`src/design/swm_pkg.sv`:
```
package swm_pkg;

  // Width of the win_len register and its reset value
  localparam int CFG_BITS     = 5;
  localparam int RESET_WINDOW = 5;

  // Control sent from the top level to every cell of the sorted chain
  typedef struct packed {
    logic load;   // shift one sample into the chain
    logic clear;  // drop every sample (window size written)
  } swm_ctl_t;

endpackage

```
`src/design/swm_cell.sv`:
```
module swm_cell #(
  parameter int IDX         = 0,
  parameter int SAMPLE_BITS = 16,
  parameter int AW          = 4,
  parameter int WW          = 5
) (
  input  logic                   clk,
  input  logic                   rst,
  input  swm_pkg::swm_ctl_t      ctl,
  input  logic [SAMPLE_BITS-1:0] x,
  input  logic [WW-1:0]          newcount,
  input  logic [WW-1:0]          weff_m1,
  input  logic [WW-1:0]          lo_idx,
  input  logic [WW-1:0]          hi_idx,
  input  logic                   del_below_in,
  output logic                   del_below_out,
  input  logic [SAMPLE_BITS-1:0] left_value,
  input  logic [AW-1:0]          left_age,
  input  logic                   left_up,
  input  logic [SAMPLE_BITS-1:0] right_value,
  input  logic [AW-1:0]          right_age,
  input  logic                   right_down,
  output logic [SAMPLE_BITS-1:0] value,
  output logic [AW-1:0]          age,
  output logic                   valid,
  output logic                   up,
  output logic                   down,
  output logic [SAMPLE_BITS-1:0] lo_tap,
  output logic [SAMPLE_BITS-1:0] hi_tap
);

  logic                   del;
  logic                   kept;
  logic                   greater;
  logic                   stay;
  logic                   valid_next;
  logic [SAMPLE_BITS-1:0] value_next;
  logic [AW-1:0]          age_next;

  // The oldest sample of a full window leaves the chain
  assign del           = valid && (WW'(age) == weff_m1);
  assign kept          = valid && !del;
  assign greater       = valid && ($signed(value) > $signed(x));
  assign del_below_out = del_below_in || del;

  // Shift up past the new sample, down into the hole left by the departing one
  assign up   = kept && greater && !del_below_in;
  assign down = kept && !greater && del_below_in;
  assign stay = kept && (greater == del_below_in);

  assign valid_next = WW'(IDX) < newcount;

  always_comb begin
    if (left_up) begin
      value_next = left_value;
      age_next   = AW'(left_age + 1'b1);
    end else if (right_down) begin
      value_next = right_value;
      age_next   = AW'(right_age + 1'b1);
    end else if (stay) begin
      value_next = value;
      age_next   = AW'(age + 1'b1);
    end else begin
      value_next = x;
      age_next   = '0;
    end
  end

  always_ff @(posedge clk) begin
    if (rst || ctl.clear) begin
      valid <= 1'b0;
    end else if (ctl.load) begin
      valid <= valid_next;
    end
  end

  always_ff @(posedge clk) begin
    if (ctl.load) begin
      value <= value_next;
      age   <= age_next;
    end
  end

  assign lo_tap = (WW'(IDX) == lo_idx) ? value : '0;
  assign hi_tap = (WW'(IDX) == hi_idx) ? value : '0;

endmodule

```
`src/design/sliding_window_median_unit.sv`:
```
// Running median filter over the most recent win_len samples.
//
// Input channel: sample with in_valid / in_stall. Output channel:
// median_doubled with out_valid / out_stall. median_doubled is twice the
// median: the middle sample doubled for an odd window, the sum of the two
// middle samples for an even one. No result comes until the window is full.
// Configuration: win_len with cfg_valid / cfg_ready (always ready).
// A value of 0 acts as 1, a value above MAX_WINDOW as MAX_WINDOW. A write
// empties the window; write it only while no item is in flight.
//
// The window lives in a sorted chain of MAX_WINDOW cells. Each accepted item
// drops the oldest sample of a full window and inserts the new one, every
// cell taking from itself or a neighbor. An item that fills the window sets
// pend, and the median moves into the output register once that is free. One
// item per cycle is sustained while the receiver does not stall. When it
// stalls, the result waits in the output register and one more item is taken
// into the chain; after that in_stall rises until the output drains.
// Reset empties the window and sets win_len to 5; stored samples beyond
// the fill count are never used.
module sliding_window_median_unit #(
  parameter int MAX_WINDOW  = 16,
  parameter int SAMPLE_BITS = 16
) (
  input  logic                              clk,
  input  logic                              rst,
  input  logic                              in_valid,
  output logic                              in_stall,
  input  logic signed [SAMPLE_BITS-1:0]     sample,
  output logic                              out_valid,
  input  logic                              out_stall,
  output logic signed [SAMPLE_BITS:0]       median_doubled,
  input  logic                              cfg_valid,
  output logic                              cfg_ready,
  input  logic [swm_pkg::CFG_BITS-1:0]      win_len
);

  localparam int AW = (MAX_WINDOW > 1) ? $clog2(MAX_WINDOW) : 1;
  localparam int WW = $clog2(MAX_WINDOW + 1);
  localparam int CW = (WW > swm_pkg::CFG_BITS) ? WW : swm_pkg::CFG_BITS;
  localparam int RESET_W = (swm_pkg::RESET_WINDOW > MAX_WINDOW) ?
                           MAX_WINDOW : swm_pkg::RESET_WINDOW;

  logic [WW-1:0]          weff;
  logic [WW-1:0]          weff_next;
  logic [WW-1:0]          fill_count;
  logic [WW-1:0]          newcount;
  logic                   pend;
  logic                   accept;
  logic                   cfg_write;
  logic                   move;
  logic [CW-1:0]          ws_ext;
  logic [WW-1:0]          weff_m1;
  logic [WW-1:0]          lo_idx;
  logic [WW-1:0]          hi_idx;
  swm_pkg::swm_ctl_t      ctl;

  logic [SAMPLE_BITS-1:0] cell_value [MAX_WINDOW];
  logic [AW-1:0]          cell_age   [MAX_WINDOW];
  logic [MAX_WINDOW-1:0]  cell_valid;
  logic [MAX_WINDOW-1:0]  cell_up;
  logic [MAX_WINDOW-1:0]  cell_down;
  logic [MAX_WINDOW:0]    del_chain;
  logic [SAMPLE_BITS-1:0] lo_tap [MAX_WINDOW];
  logic [SAMPLE_BITS-1:0] hi_tap [MAX_WINDOW];
  logic [SAMPLE_BITS-1:0] lo_value;
  logic [SAMPLE_BITS-1:0] hi_value;
  logic [SAMPLE_BITS:0]   sum;

  assign cfg_ready = 1'b1;
  assign cfg_write = cfg_valid && cfg_ready;

  assign move     = pend && (!out_valid || !out_stall);
  assign in_stall = pend && !move;
  assign accept   = in_valid && !in_stall;

  assign newcount = (fill_count == weff) ? weff : WW'(fill_count + 1'b1);
  assign weff_m1  = WW'(weff - 1'b1);
  assign lo_idx   = weff_m1 >> 1;
  assign hi_idx   = weff >> 1;

  assign ctl.load  = accept;
  assign ctl.clear = cfg_write;

  always_comb begin
    ws_ext = CW'(win_len);
    if (ws_ext == '0) begin
      weff_next = WW'(1);
    end else if (ws_ext > CW'(MAX_WINDOW)) begin
      weff_next = WW'(MAX_WINDOW);
    end else begin
      weff_next = WW'(ws_ext);
    end
  end

  assign del_chain[0] = 1'b0;

  for (genvar i = 0; i < MAX_WINDOW; i++) begin : g_cell
    logic [SAMPLE_BITS-1:0] lv;
    logic [AW-1:0]          la;
    logic                   lu;
    logic [SAMPLE_BITS-1:0] rv;
    logic [AW-1:0]          ra;
    logic                   rd;

    if (i == 0) begin : g_first
      assign lv = '0;
      assign la = '0;
      assign lu = 1'b0;
    end else begin : g_left
      assign lv = cell_value[i-1];
      assign la = cell_age[i-1];
      assign lu = cell_up[i-1];
    end

    if (i == MAX_WINDOW - 1) begin : g_last
      assign rv = '0;
      assign ra = '0;
      assign rd = 1'b0;
    end else begin : g_right
      assign rv = cell_value[i+1];
      assign ra = cell_age[i+1];
      assign rd = cell_down[i+1];
    end

    swm_cell #(
      .IDX         (i),
      .SAMPLE_BITS (SAMPLE_BITS),
      .AW          (AW),
      .WW          (WW)
    ) u_cell (
      .clk           (clk),
      .rst           (rst),
      .ctl           (ctl),
      .x             (sample),
      .newcount      (newcount),
      .weff_m1       (weff_m1),
      .lo_idx        (lo_idx),
      .hi_idx        (hi_idx),
      .del_below_in  (del_chain[i]),
      .del_below_out (del_chain[i+1]),
      .left_value    (lv),
      .left_age      (la),
      .left_up       (lu),
      .right_value   (rv),
      .right_age     (ra),
      .right_down    (rd),
      .value         (cell_value[i]),
      .age           (cell_age[i]),
      .valid         (cell_valid[i]),
      .up            (cell_up[i]),
      .down          (cell_down[i]),
      .lo_tap        (lo_tap[i]),
      .hi_tap        (hi_tap[i])
    );
  end

  // Exactly one cell drives each tap; the rest give zero
  always_comb begin
    lo_value = '0;
    hi_value = '0;
    for (int i = 0; i < MAX_WINDOW; i++) begin
      lo_value = lo_value | lo_tap[i];
      hi_value = hi_value | hi_tap[i];
    end
  end

  assign sum = {lo_value[SAMPLE_BITS-1], lo_value} + {hi_value[SAMPLE_BITS-1], hi_value};

  always_ff @(posedge clk) begin
    if (rst) begin
      weff       <= WW'(RESET_W);
      fill_count <= '0;
      pend       <= 1'b0;
      out_valid  <= 1'b0;
    end else begin
      if (cfg_write) begin
        weff       <= weff_next;
        fill_count <= '0;
        pend       <= 1'b0;
      end else if (accept) begin
        fill_count <= newcount;
        pend       <= (newcount == weff);
      end else if (move) begin
        pend <= 1'b0;
      end

      if (move) begin
        out_valid <= 1'b1;
      end else if (!out_stall) begin
        out_valid <= 1'b0;
      end
    end
  end

  always_ff @(posedge clk) begin
    if (move) begin
      median_doubled <= sum;
    end
  end

  a_fill_bound: assert property (@(posedge clk) disable iff (rst)
    fill_count <= weff)
    else $error("fill count beyond window size");

  a_cells_match_fill: assert property (@(posedge clk) disable iff (rst)
    $countones(cell_valid) == 32'(fill_count))
    else $error("occupied cells disagree with fill count");

  a_cells_packed: assert property (@(posedge clk) disable iff (rst)
    ((cell_valid + 1'b1) & cell_valid) == '0)
    else $error("occupied cells not packed at the bottom of the chain");

  a_full_gives_result: assert property (@(posedge clk) disable iff (rst)
    (accept && !cfg_write && newcount == weff) |=> pend)
    else $error("full window produced no result");

  a_one_drop: assert property (@(posedge clk) disable iff (rst)
    accept |-> (del_chain[MAX_WINDOW] == (fill_count == weff)))
    else $error("departing sample count wrong");

endmodule

```
`config.mk`:
```
export PLATFORM = sky130hd
export DESIGN_NAME = sliding_window_median_unit
export DESIGN_NICKNAME = d
export VERILOG_FILES = /design/src/design/swm_pkg.sv /design/src/design/swm_cell.sv /design/src/design/sliding_window_median_unit.sv
export SDC_FILE = /design/constraint.sdc
export NUM_CORES = 1
export LEC_CHECK = 0
export CAP_MARGIN = 25
export CORE_MARGIN = 4
export CORE_UTILIZATION = 45
export CTS_BUF_LIST = sky130_fd_sc_hd__clkbuf_16
export CTS_CLUSTER_SIZE = 14
export DETAILED_ROUTE_END_ITERATION = 8
export DONT_BUFFER_PORTS = 1
export PLACE_DENSITY = 0.72
export SKIP_CTS_REPAIR_TIMING = 1
export SYNTH_ARGS = -nofsm -noshare
export SYNTH_HDL_FRONTEND = slang
export SYNTH_SLANG_ARGS = --single-unit
export TNS_END_PERCENT = 100
```
`constraint.sdc`:
```
create_clock -name clk -period 6 [get_ports clk]
set_input_delay 0.6 -clock clk [delete_from_list [all_inputs] [get_ports clk]]
set_output_delay 0.6 -clock clk [all_outputs]
set_load 0.05 [all_outputs]
```
; Word level (Yosys, flattened, before mapping)
; Cells that the tools add are included.
[classes]
add_sub_neg = 19
order_cmp = 33
n_eq_ne = 80
muxes = 131
bitwise = 31
reduce_logical = 211
[op_table]
columns = cell, n
row1 = $mux W16, 78
row2 = $or A16 B16 Y16, 30
row3 = $gt A16 B16 Y1, 16
row4 = $mux W4, 46
row5 = $logic_and A1 B1 Y1, 126
row6 = $eq A4 B5 Y1, 16
row7 = $add A4 B1 Y4 const B, 16
row8 = $eq A4 B4 Y1 const A, 16
row9 = $logic_not A1 Y1, 48
row10 = $lt A4 B5 Y1 const A, 8
row11 = $ne A3 B3 Y1 const B, 13
row12 = $eq A3 B4 Y1 const A, 8
row13 = $reduce_and A2 Y1, 16
row14 = $lt A3 B5 Y1 const A, 4
row15 = $add A16 B16 Y17, 1
row16 = $eq A2 B4 Y1 const A, 4
row17 = $logic_or A1 B1 Y1, 16
row18 = $eq A1 B1 Y1, 15
row19 = $logic_not A5 Y1, 3
row20 = $mux W5, 3
row21 = $eq A5 B5 Y1, 2
row22 = $lt A1 B5 Y1 const A, 2
row23 = $lt A2 B5 Y1 const A, 2
row24 = $eq A1 B4 Y1 const A, 2
row25 = 10 further kinds, 14
[totals]
regBits = 365
in_bits = 26
word_cells = 558

; Logic depth before layout (Yosys ltp)
; Gate-level depths: netlist of run 1.
[depth]
ltp_word = 21
mapped_depth = 26
mapped_depth_nobuf = 20

; Hierarchy
; A second synthesis of run 1 with hierarchy kept.
[hier_totals]
cells_unflattened = 3834
hier_area_um2 = 34015.1
[modules_own_cells]
columns = module, instances, cells_each, area_each_um2
row1 = sliding_window_median_unit, 1, 386, 3095.5
row2 = swm_cell (g_cell[6].u_cell), 1, 219, 1963.1
row3 = swm_cell (g_cell[8].u_cell), 1, 218, 1960.6
row4 = swm_cell (g_cell[9].u_cell), 1, 217, 1959.4
row5 = swm_cell (g_cell[15].u_cell), 1, 219, 1953.1
row6 = swm_cell (g_cell[14].u_cell), 1, 217, 1934.4
row7 = swm_cell (g_cell[10].u_cell), 1, 215, 1933.1
row8 = swm_cell (g_cell[2].u_cell), 1, 215, 1930.6
row9 = swm_cell (g_cell[4].u_cell), 1, 216, 1929.4
row10 = swm_cell (g_cell[5].u_cell), 1, 215, 1928.1
row11 = swm_cell (g_cell[12].u_cell), 1, 215, 1925.6
row12 = swm_cell (g_cell[0].u_cell), 1, 215, 1924.3
row13 = swm_cell (g_cell[1].u_cell), 1, 214, 1924.3
row14 = swm_cell (g_cell[7].u_cell), 1, 209, 1923.1
row15 = +3 rows, -, -, -

; Least setup slack after synthesis of run 1
; Ideal clock, no wire load.
[synth_path]
kind = reg-to-reg
start = register weff[0]
end = register median_doubled[14], data pin
setup_ps = 259
arrival_ps = 4876
required_ps = 5741
path_slack_ps = 865
stages_incl_launch_ff = 26
synth_period_minus_slack_ps = 5135
cell_sequence = dfxtp_1 > buf_2 > buf_2 > inv_1 > ha_1 > buf_6 > nor3b_4 > xnor2_1 > buf_2 > buf_1 > or2_2 > nor3_1 > clkbuf_1 > a22o_1 > a221oi_1 > nand4_1 > ha_1 > fa_1 > a21o_1 > a21oi_1 > nor2b_1 > o21a_1 > o211ai_1 > a31oi_1 > a21oi_1 > xnor2_1
[synth_between]
elab_chain_cells = 19
word_cells_on_any_way = 49
classes_between = add/sub (2) / eq/ne (15) / mux (16) / bitwise (15) / reduce/logical (1)
[synth_rtl]
columns = element, line_no
row1 = "start, declared", sliding_window_median_unit.sv:43  ; logic [WW-1:0] weff;
row2 = "start signal, assigned", sliding_window_median_unit.sv:171  ; weff <= WW'(RESET_W);
row3 = "start signal, assigned", sliding_window_median_unit.sv:177  ; weff <= weff_next;
row4 = $sub A5 B1 Y5 (*), sliding_window_median_unit.sv:77  ; assign weff_m1 = WW'(weff - 1'b1);
row5 = $eq A1 B4 Y1 / $logic_not A5 Y1 (equally long branches), swm_cell.sv:84  ; assign lo_tap = (WW'(IDX) == lo_idx) ? value : '0;
row6 = $mux W16, swm_cell.sv:84
row7 = $or A16 B16 Y16 (14 in a row), sliding_window_median_unit.sv:162  ; lo_value = lo_value | lo_tap[i];
row8 = $or A16 B16 Y16 (*), sliding_window_median_unit.sv:162
row9 = $add A16 B16 Y17 (*), sliding_window_median_unit.sv:167  ; assign sum = {lo_value[SAMPLE_BITS-1], lo_value} + {hi_value[SAMPLE_BITS-1], hi_value};
row10 = net sum[14], sliding_window_median_unit.sv:67  ; logic [SAMPLE_BITS:0] sum;
row11 = "end signal, assigned", sliding_window_median_unit.sv:197  ; median_doubled <= sum;
row12 = "end, declared", sliding_window_median_unit.sv:31  ; output logic signed [SAMPLE_BITS:0] median_doubled,
; Mark *: on every way through the listed nets, which the timed path passes. The rest lies on a longest branch.
; A chain may end at the register's enable or synchronous reset.

; Worst setup path after layout of run 1
[layout_path]
start = register weff[1]
end = register median_doubled[15], data pin
[layout_between]
elab_chain_cells = 19
word_cells_on_any_way = 96
classes_between = add/sub (2) / eq/ne (30) / mux (32) / bitwise (30) / reduce/logical (2)
[layout_rtl]
columns = element, line_no
row1 = $sub A5 B1 Y5, sliding_window_median_unit.sv:77
row2 = $eq A1 B4 Y1 / $logic_not A5 Y1 (equally long branches), swm_cell.sv:84
row3 = $mux W16, swm_cell.sv:84
row4 = $or A16 B16 Y16 (15 in a row), sliding_window_median_unit.sv:162
row5 = $add A16 B16 Y17 (*), sliding_window_median_unit.sv:167
row6 = net sum[15], sliding_window_median_unit.sv:67
; Marks and branches as above.

==> run summary, run 1 <==
Outcome: finished clean
HPWL after DPL: 86,700 µm
NetSw: 0.00247 W
Main synth FF type: edfxtp_1
Layout cell share with drive strength beyond 1: 8.33%
Fin crit share: 86.7%
Max clock buf depth: 3
Setup TNS Final: 0 ns
Router iterations before antenna repair: 7
Worst Path Arrival: 5.54 ns
Commonest non-fill, non-tap cell in the layout: edfxtp_1
Placed cells: 3,847
Crit. End Element: register
Count of input and output buffers: 0
RR Endpoint: median_doubled[15]
Diode count: 0
Unique cell type count in the Yosys netlist: 83
Crit. path cell count: 21
Setup slack, reg-to-reg: 0.80 ns
Pwr Total: 0.00763 W
CTS clock-pin slew for the worst setup and hold paths: 0.06 ns
RSZ-0062 raised after global routing: false
PwrDens: 238 nW/µm²
Final Instance Count excl. Fillers: 3,929
Post-Route Utilization: 49.8%
Fin crit period: 5.20 ns
Async set or reset register ratio after synthesis: 0%
Core footprint: 64,600 µm²
Lkg Pwr: 12.5 nW
Filler Cell Count: 5,871
First-pass GRT wire length: 168,000 µm
Initial antenna violation count: 1
Antenna viol nets, final: 0
Clock sink total: 364
Switch share: 32.3%
Drt wl/cell: 29.3 µm
# rows: 93
Worst Skew: 0.0234 ns
EDFF count, synth: 337
Worst Path Max Fanout: 16
Count of final hold-check violations: 0
Synthesized area per cell: 9.60 µm²
Crit-path leading delay family: compound AO/OA/AOI/OAI gates
Setup slack at placement: 0.975 ns
Slew HR: 19.8%
Crit path cell chain: inv_1 > ha_1 > buf_4 > nor3b_4 > xnor2_2 > or2_2 > nor3_2 > buf_4 > a22o_1 > a221oi_1 > nand4_1 > ha_1 > a21o_1 > a21oi_1 > nand2b_1 > a21oi_1 > nand4_1 > a31o_2 > o2111ai_1 > a21oi_1 > xnor2_1
DRC viols: 0
Via Count: 26,882
Critical path launch point type: register
Final worst setup slack: 0.800 ns
Synth Register Bits: 364
Seq/Total Area, Yosys: 36.3%
CTS Buf Count: 45
Synth Instances: 3,060
Hold Path End: weff[4]
Root buffer cell: clkbuf_16
Largest net degree at the start of global routing: 59
Synthesized area: 29,400 µm²
Fin nets: 3,356
Int Pwr: 0.00517 W
Die area: 69,400 µm²
Combinational share of power: 21.1%
Reg area: 10,700 µm²
Sequential power share: 43.5%
Area growth syn-to-layout: 9.45%
Multi-input gate area: 17,800 µm²
CP max stage cell: a21oi_1
HP Class: primary input to register
I/O pin count: 46
TritonCTS clock tree: done
Clock share of power: 35.5%
Max-slew violation count: 0
Worst hold path depth: 1
R2R Path Start: weff[1]
First DRT Iteration DRCs: 3,782
Via-to-Cell Ratio: 6.84
Most frequent cells in the layout: edfxtp_1 (337), ha_1 (290), nand2_1 (270), nor2_1 (234), a21oi_1 (232)
Die Width: 263 µm
Grt total ovfl: 0
Max-Cap Viols: 0
Initial Util: 45.5%
Die Y-Extent: 263 µm
Mapped Nets: 3,377
Vias in the first global route: 25,818
VDD IR max: 0.186 mV
H-tree levels: 2
Hold_sp: rst
Crit path largest cell delay: 0.48 ns
FMAX: 0.192 GHz
Worst-margin pin slew: 1.20 ns
Final setup vio count: 0
Clock Latency Late Sink: 0.60 ns
Final WL: 115,000 µm
Synth Warn #: 0
Crit path required time: 6.34 ns
R2r worst-path depth: 21
Crit-path most repeated cell: a21oi_1
Critical path buffers and inverters: 3
Routability congestion estimate: 1.02
Crit Path Category: register to register
Global router's overall resource usage: 31.9%
-- registers in the layout, indices dropped and copies added (netlist names) --
name,count
g_cell.u_cell.age,64
out_valid,1
g_cell.u_cell.value,256
median_doubled,17
fill_count,5
weff,5
pend,1
g_cell.u_cell.valid,15
-- worst max-delay path by stage --
stage                               to    start  slack [ns]
floorplan           median_doubled[14]  weff[0]        0.86
global placement    median_doubled[15]  weff[1]        1.03
detailed placement  median_doubled[16]  weff[1]        0.98
CTS                 median_doubled[16]  weff[1]        0.93
global route        median_doubled[16]  weff[0]        0.67
finish              median_doubled[15]  weff[1]        0.80
-- per-stage QoR --
step	instance area, µm²	hold slack [ns]
global route	32100	0.0708
global placement	30700	0.468
CTS	32100	0.0517
finish	32100	0.0762
detailed placement	30700	0.489
floorplan	29400	0.452
-- cells by family (layout without fill, tap and decap cells) --
family / Yosys count / in the layout / share of synthesized area, %
compound gates: 927 / 927 / 21.4
simple gates: 863 / 863 / 14.0
flops: 364 / 364 / 36.3
fa+ha+maj: 291 / 291 / 12.4
buf+inv: 270 / 284 / 3.72
mux: 207 / 207 / 7.13
xor+xnor: 137 / 137 / 5.05
other cells: 1 / 1 / 0.0128
-- power by group through the flow --
stage | Sequential, W | Clock, W | Combinational [W]
after floorplan | 0.00317 | 0 | 0.00111
after global placement | 0.00334 | 0 | 0.00155
after detailed placement | 0.00334 | 0 | 0.00157
after CTS | 0.00329 | 0.00273 | 0.00158
after global routing | 0.00331 | 0.00284 | 0.00175
final | 0.00332 | 0.00271 | 0.00161
-- synthesized netlist by cell type, types with 6 or more instances --
master / instances / area, µm²
inv_1: 101 / 379
edfxtp_1: 337 / 10100
nand3_1: 57 / 285
a221o_1: 10 / 100
mux2_2: 17 / 191
a211oi_1: 12 / 90.1
a31oi_1: 20 / 125
nor3_1: 59 / 295
nor2b_1: 28 / 175
nor2_1: 238 / 893
nand2_1: 270 / 1010
nand2b_1: 24 / 150
buf_4: 6 / 45.0
buf_2: 22 / 110
o211ai_1: 15 / 113
o2111ai_1: 6 / 52.6
or2_2: 8 / 50.1
and4_1: 6 / 52.6
nand3b_1: 7 / 52.6
clkbuf_1: 126 / 473
ha_1: 290 / 3630
a2111oi_0: 9 / 78.8
o21a_1: 24 / 180
o22ai_1: 10 / 62.6
or3_1: 11 / 68.8
nor4_1: 17 / 106
a21oi_1: 237 / 1190
mux2i_1: 190 / 1900
xor2_1: 48 / 420
a22oi_1: 6 / 45.0
or4_1: 7 / 52.6
a22o_1: 128 / 1120
dfxtp_1: 27 / 541
a21o_1: 34 / 255
buf_1: 9 / 33.8
xnor2_1: 67 / 587
o221ai_1: 20 / 175
o31ai_1: 6 / 45.0
nand4_1: 93 / 582
a221oi_1: 136 / 1190
and2_1: 10 / 62.6
xnor3_1: 13 / 293
o21ai_0: 214 / 1070
-- per-layer routing --
metal / global-route usage, % / vias to the layer above / part of all wire, %
met1: 41.9 / 13087 / 40
li1: - / 11817 / -
met2: 48.7 / 1634 / 43
met4: 13.9 / 2 / 5.2
met5: 0 / - / 0.011
met3: 9.65 / 342 / 12
-- cell type report --
| class | instances | area share (%) |
|---|---|---|
| Sequential cell | 364 | 33.2 |
| Inverter | 103 | 1.20 |
| Clock buffer | 45 | 3.50 |
| Timing Repair Buffer | 99 | 2.35 |
| Tap cell | 855 | 3.33 |
| Multi-Input combinational cell | 2426 | 55.5 |
| Clock inverter | 37 | 0.930 |
Note: power is estimated with default switching activity, not from simulation.
==> run 2, diff against run 1 <==
Settings changed: MAX_ROUTING_LAYER set to met4.
==> run summary, run 2 (synthesized netlist as in run 1, its figures left out) <==
First DRT Iteration DRCs: 3,727
Fin nets: 3,362
Die Width: 263 µm
Via-to-Cell Ratio: 6.92
HPWL after DPL: 89,300 µm
Commonest non-fill, non-tap cell in the layout: edfxtp_1
Max reg flops: 256
Final WL: 119,000 µm
Biggest regs: g_cell.u_cell.value (256), g_cell.u_cell.age (64), median_doubled (17)
H-tree levels: 2
Crit path required time: 6.32 ns
Crit Path Category: register to register
Router iterations before antenna repair: 6
Clock Latency Late Sink: 0.58 ns
Max clock buf depth: 3
Int Pwr: 0.00516 W
Post-DP Area: 30,700 µm²
Drt wl/cell: 30.3 µm
Routed met3 length: 14,300 µm
Root buffer cell: clkbuf_16
HP Class: primary input to register
Routability congestion estimate: 1.08
Fin crit period: 5.18 ns
Worst Skew: 0.0145 ns
Hold Path End: weff[3]
Max-slew violation count: 0
Core footprint: 64,600 µm²
DR WL met2: 51,100 µm
Switch share: 32.3%
Diode count: 0
Crit path cell chain: inv_1 > ha_1 > nor3b_4 > xnor2_2 > nand2b_1 > nor3_2 > buf_4 > a22o_1 > a221oi_1 > nand4_1 > ha_1 > fa_1 > a21o_1 > a21oi_1 > nor2b_1 > o21a_1 > o211ai_1 > a31oi_1 > a21oi_1 > xnor2_1
Lkg Pwr: 12.5 nW
Area growth syn-to-layout: 9.45%
NetSw: 0.00246 W
Final instance area: 32,100 µm²
I/O pin count: 46
Worst Path Max Fanout: 16
Grt total ovfl: 0
Global router's overall resource usage: 33.7%
CP max stage cell: ha_1
# rows: 93
CTS Buf Count: 45
Worst Path Arrival: 5.51 ns
Pwr Total: 0.00762 W
Reg with most FFs: g_cell.u_cell.value
Antenna viol nets, final: 0
Crit-path leading delay family: compound AO/OA/AOI/OAI gates
Initial Util: 45.5%
FMAX: 0.193 GHz
Die Y-Extent: 263 µm
Clock sink total: 364
Setup slack, reg-to-reg: 0.82 ns
Clock share of power: 35.0%
Count of input and output buffers: 0
Sequential power share: 43.6%
VDD IR max: 0.179 mV
Setup slack at placement: 0.910 ns
First-pass GRT wire length: 172,000 µm
TritonCTS clock tree: done
Setup TNS Final: 0 ns
DRT met1 WL: 47,500 µm
Top Metal Used: met4
R2r worst-path depth: 20
Post-Route Utilization: 49.8%
Critical path buffers and inverters: 2
Fin crit share: 86.3%
Count of final hold-check violations: 0
Slew HR: 22.1%
PwrDens: 237 nW/µm²
Initial antenna violation count: 1
Crit. End Element: register
Max-Cap Viols: 0
Most frequent cells in the layout: edfxtp_1 (337), ha_1 (290), nand2_1 (270), nor2_1 (234), a21oi_1 (232)
Final worst setup slack: 0.819 ns
Worst hold path depth: 1
Via Count: 27,215
Die area: 69,400 µm²
RSZ-0062 raised after global routing: false
Outcome: finished clean
Vias in the first global route: 25,868
Largest net degree at the start of global routing: 42
Worst-margin pin slew: 1.16 ns
CTS clock-pin slew for the worst setup and hold paths: 0.06 ns
Crit path largest cell delay: 0.59 ns
Layout cell share with drive strength beyond 1: 8.28%
Final setup vio count: 0
R2R Path Start: weff[1]
Critical path launch point type: register
Hold_sp: rst
Combinational share of power: 21.3%
RR Endpoint: median_doubled[14]
DRC viols: 0
## run 2: power by group through the flow
| stage | logic, W | clock network, W | registers (W) |
|---|---|---|---|
| 4_1_cts | 0.00160 | 0.00270 | 0.00329 |
| 3_5_place_dp | 0.00159 | 0 | 0.00334 |
| 2_1_floorplan | 0.00111 | 0 | 0.00317 |
| 5_1_grt | 0.00176 | 0.00281 | 0.00332 |
| 6_report | 0.00163 | 0.00267 | 0.00332 |
| 3_3_place_gp | 0.00157 | 0 | 0.00335 |
## run 2: layer usage
layer	vias up	global-route usage [%]
met5	-	-
met4	0	14.1
met3	376	9.36
met2	1714	49.8
met1	13321	43.7
li1	11804	-
## run 2: worst register-to-register path, stage by stage (launching register included)
cell	delay, ns
dfxtp_1	0.31
inv_1	0.07
ha_1	0.59
nor3b_4	0.40
xnor2_2	0.12
nand2b_1	0.21
nor3_2	0.06
buf_4	0.27
a22o_1	0.26
a221oi_1	0.26
nand4_1	0.16
ha_1	0.28
fa_1	0.42
a21o_1	0.19
a21oi_1	0.26
nor2b_1	0.09
o21a_1	0.27
o211ai_1	0.27
a31oi_1	0.12
a21oi_1	0.26
xnor2_1	0.09
## run 2: metrics by stage
stage	hold WS, ns	instances
final	0.0898	3934
after CTS	0.0662	3934
after detailed placement	0.510	3853
after global placement	0.482	3853
after global routing	0.0720	3934
after floorplan	0.452	3060
## run 2: worst max path at each step
stage               startpoint                 end  cells past startpoint
floorplan              weff[0]  median_doubled[14]                     25
global placement       weff[1]  median_doubled[16]                     21
detailed placement     weff[1]  median_doubled[14]                     20
CTS                    weff[1]  median_doubled[16]                     21
global route           weff[1]  median_doubled[14]                     20
finish                 weff[1]  median_doubled[14]                     20
## run 2: cell type report
class / count / area, µm²
timing repair buffer: 105 / 788
sequential: 364 / 10700
inverter: 103 / 387
fill: 5914 / 32400
tap: 855 / 1070
clock buffer: 45 / 1130
multi-input combinational: 2426 / 17800
clock inverter: 36 / 269
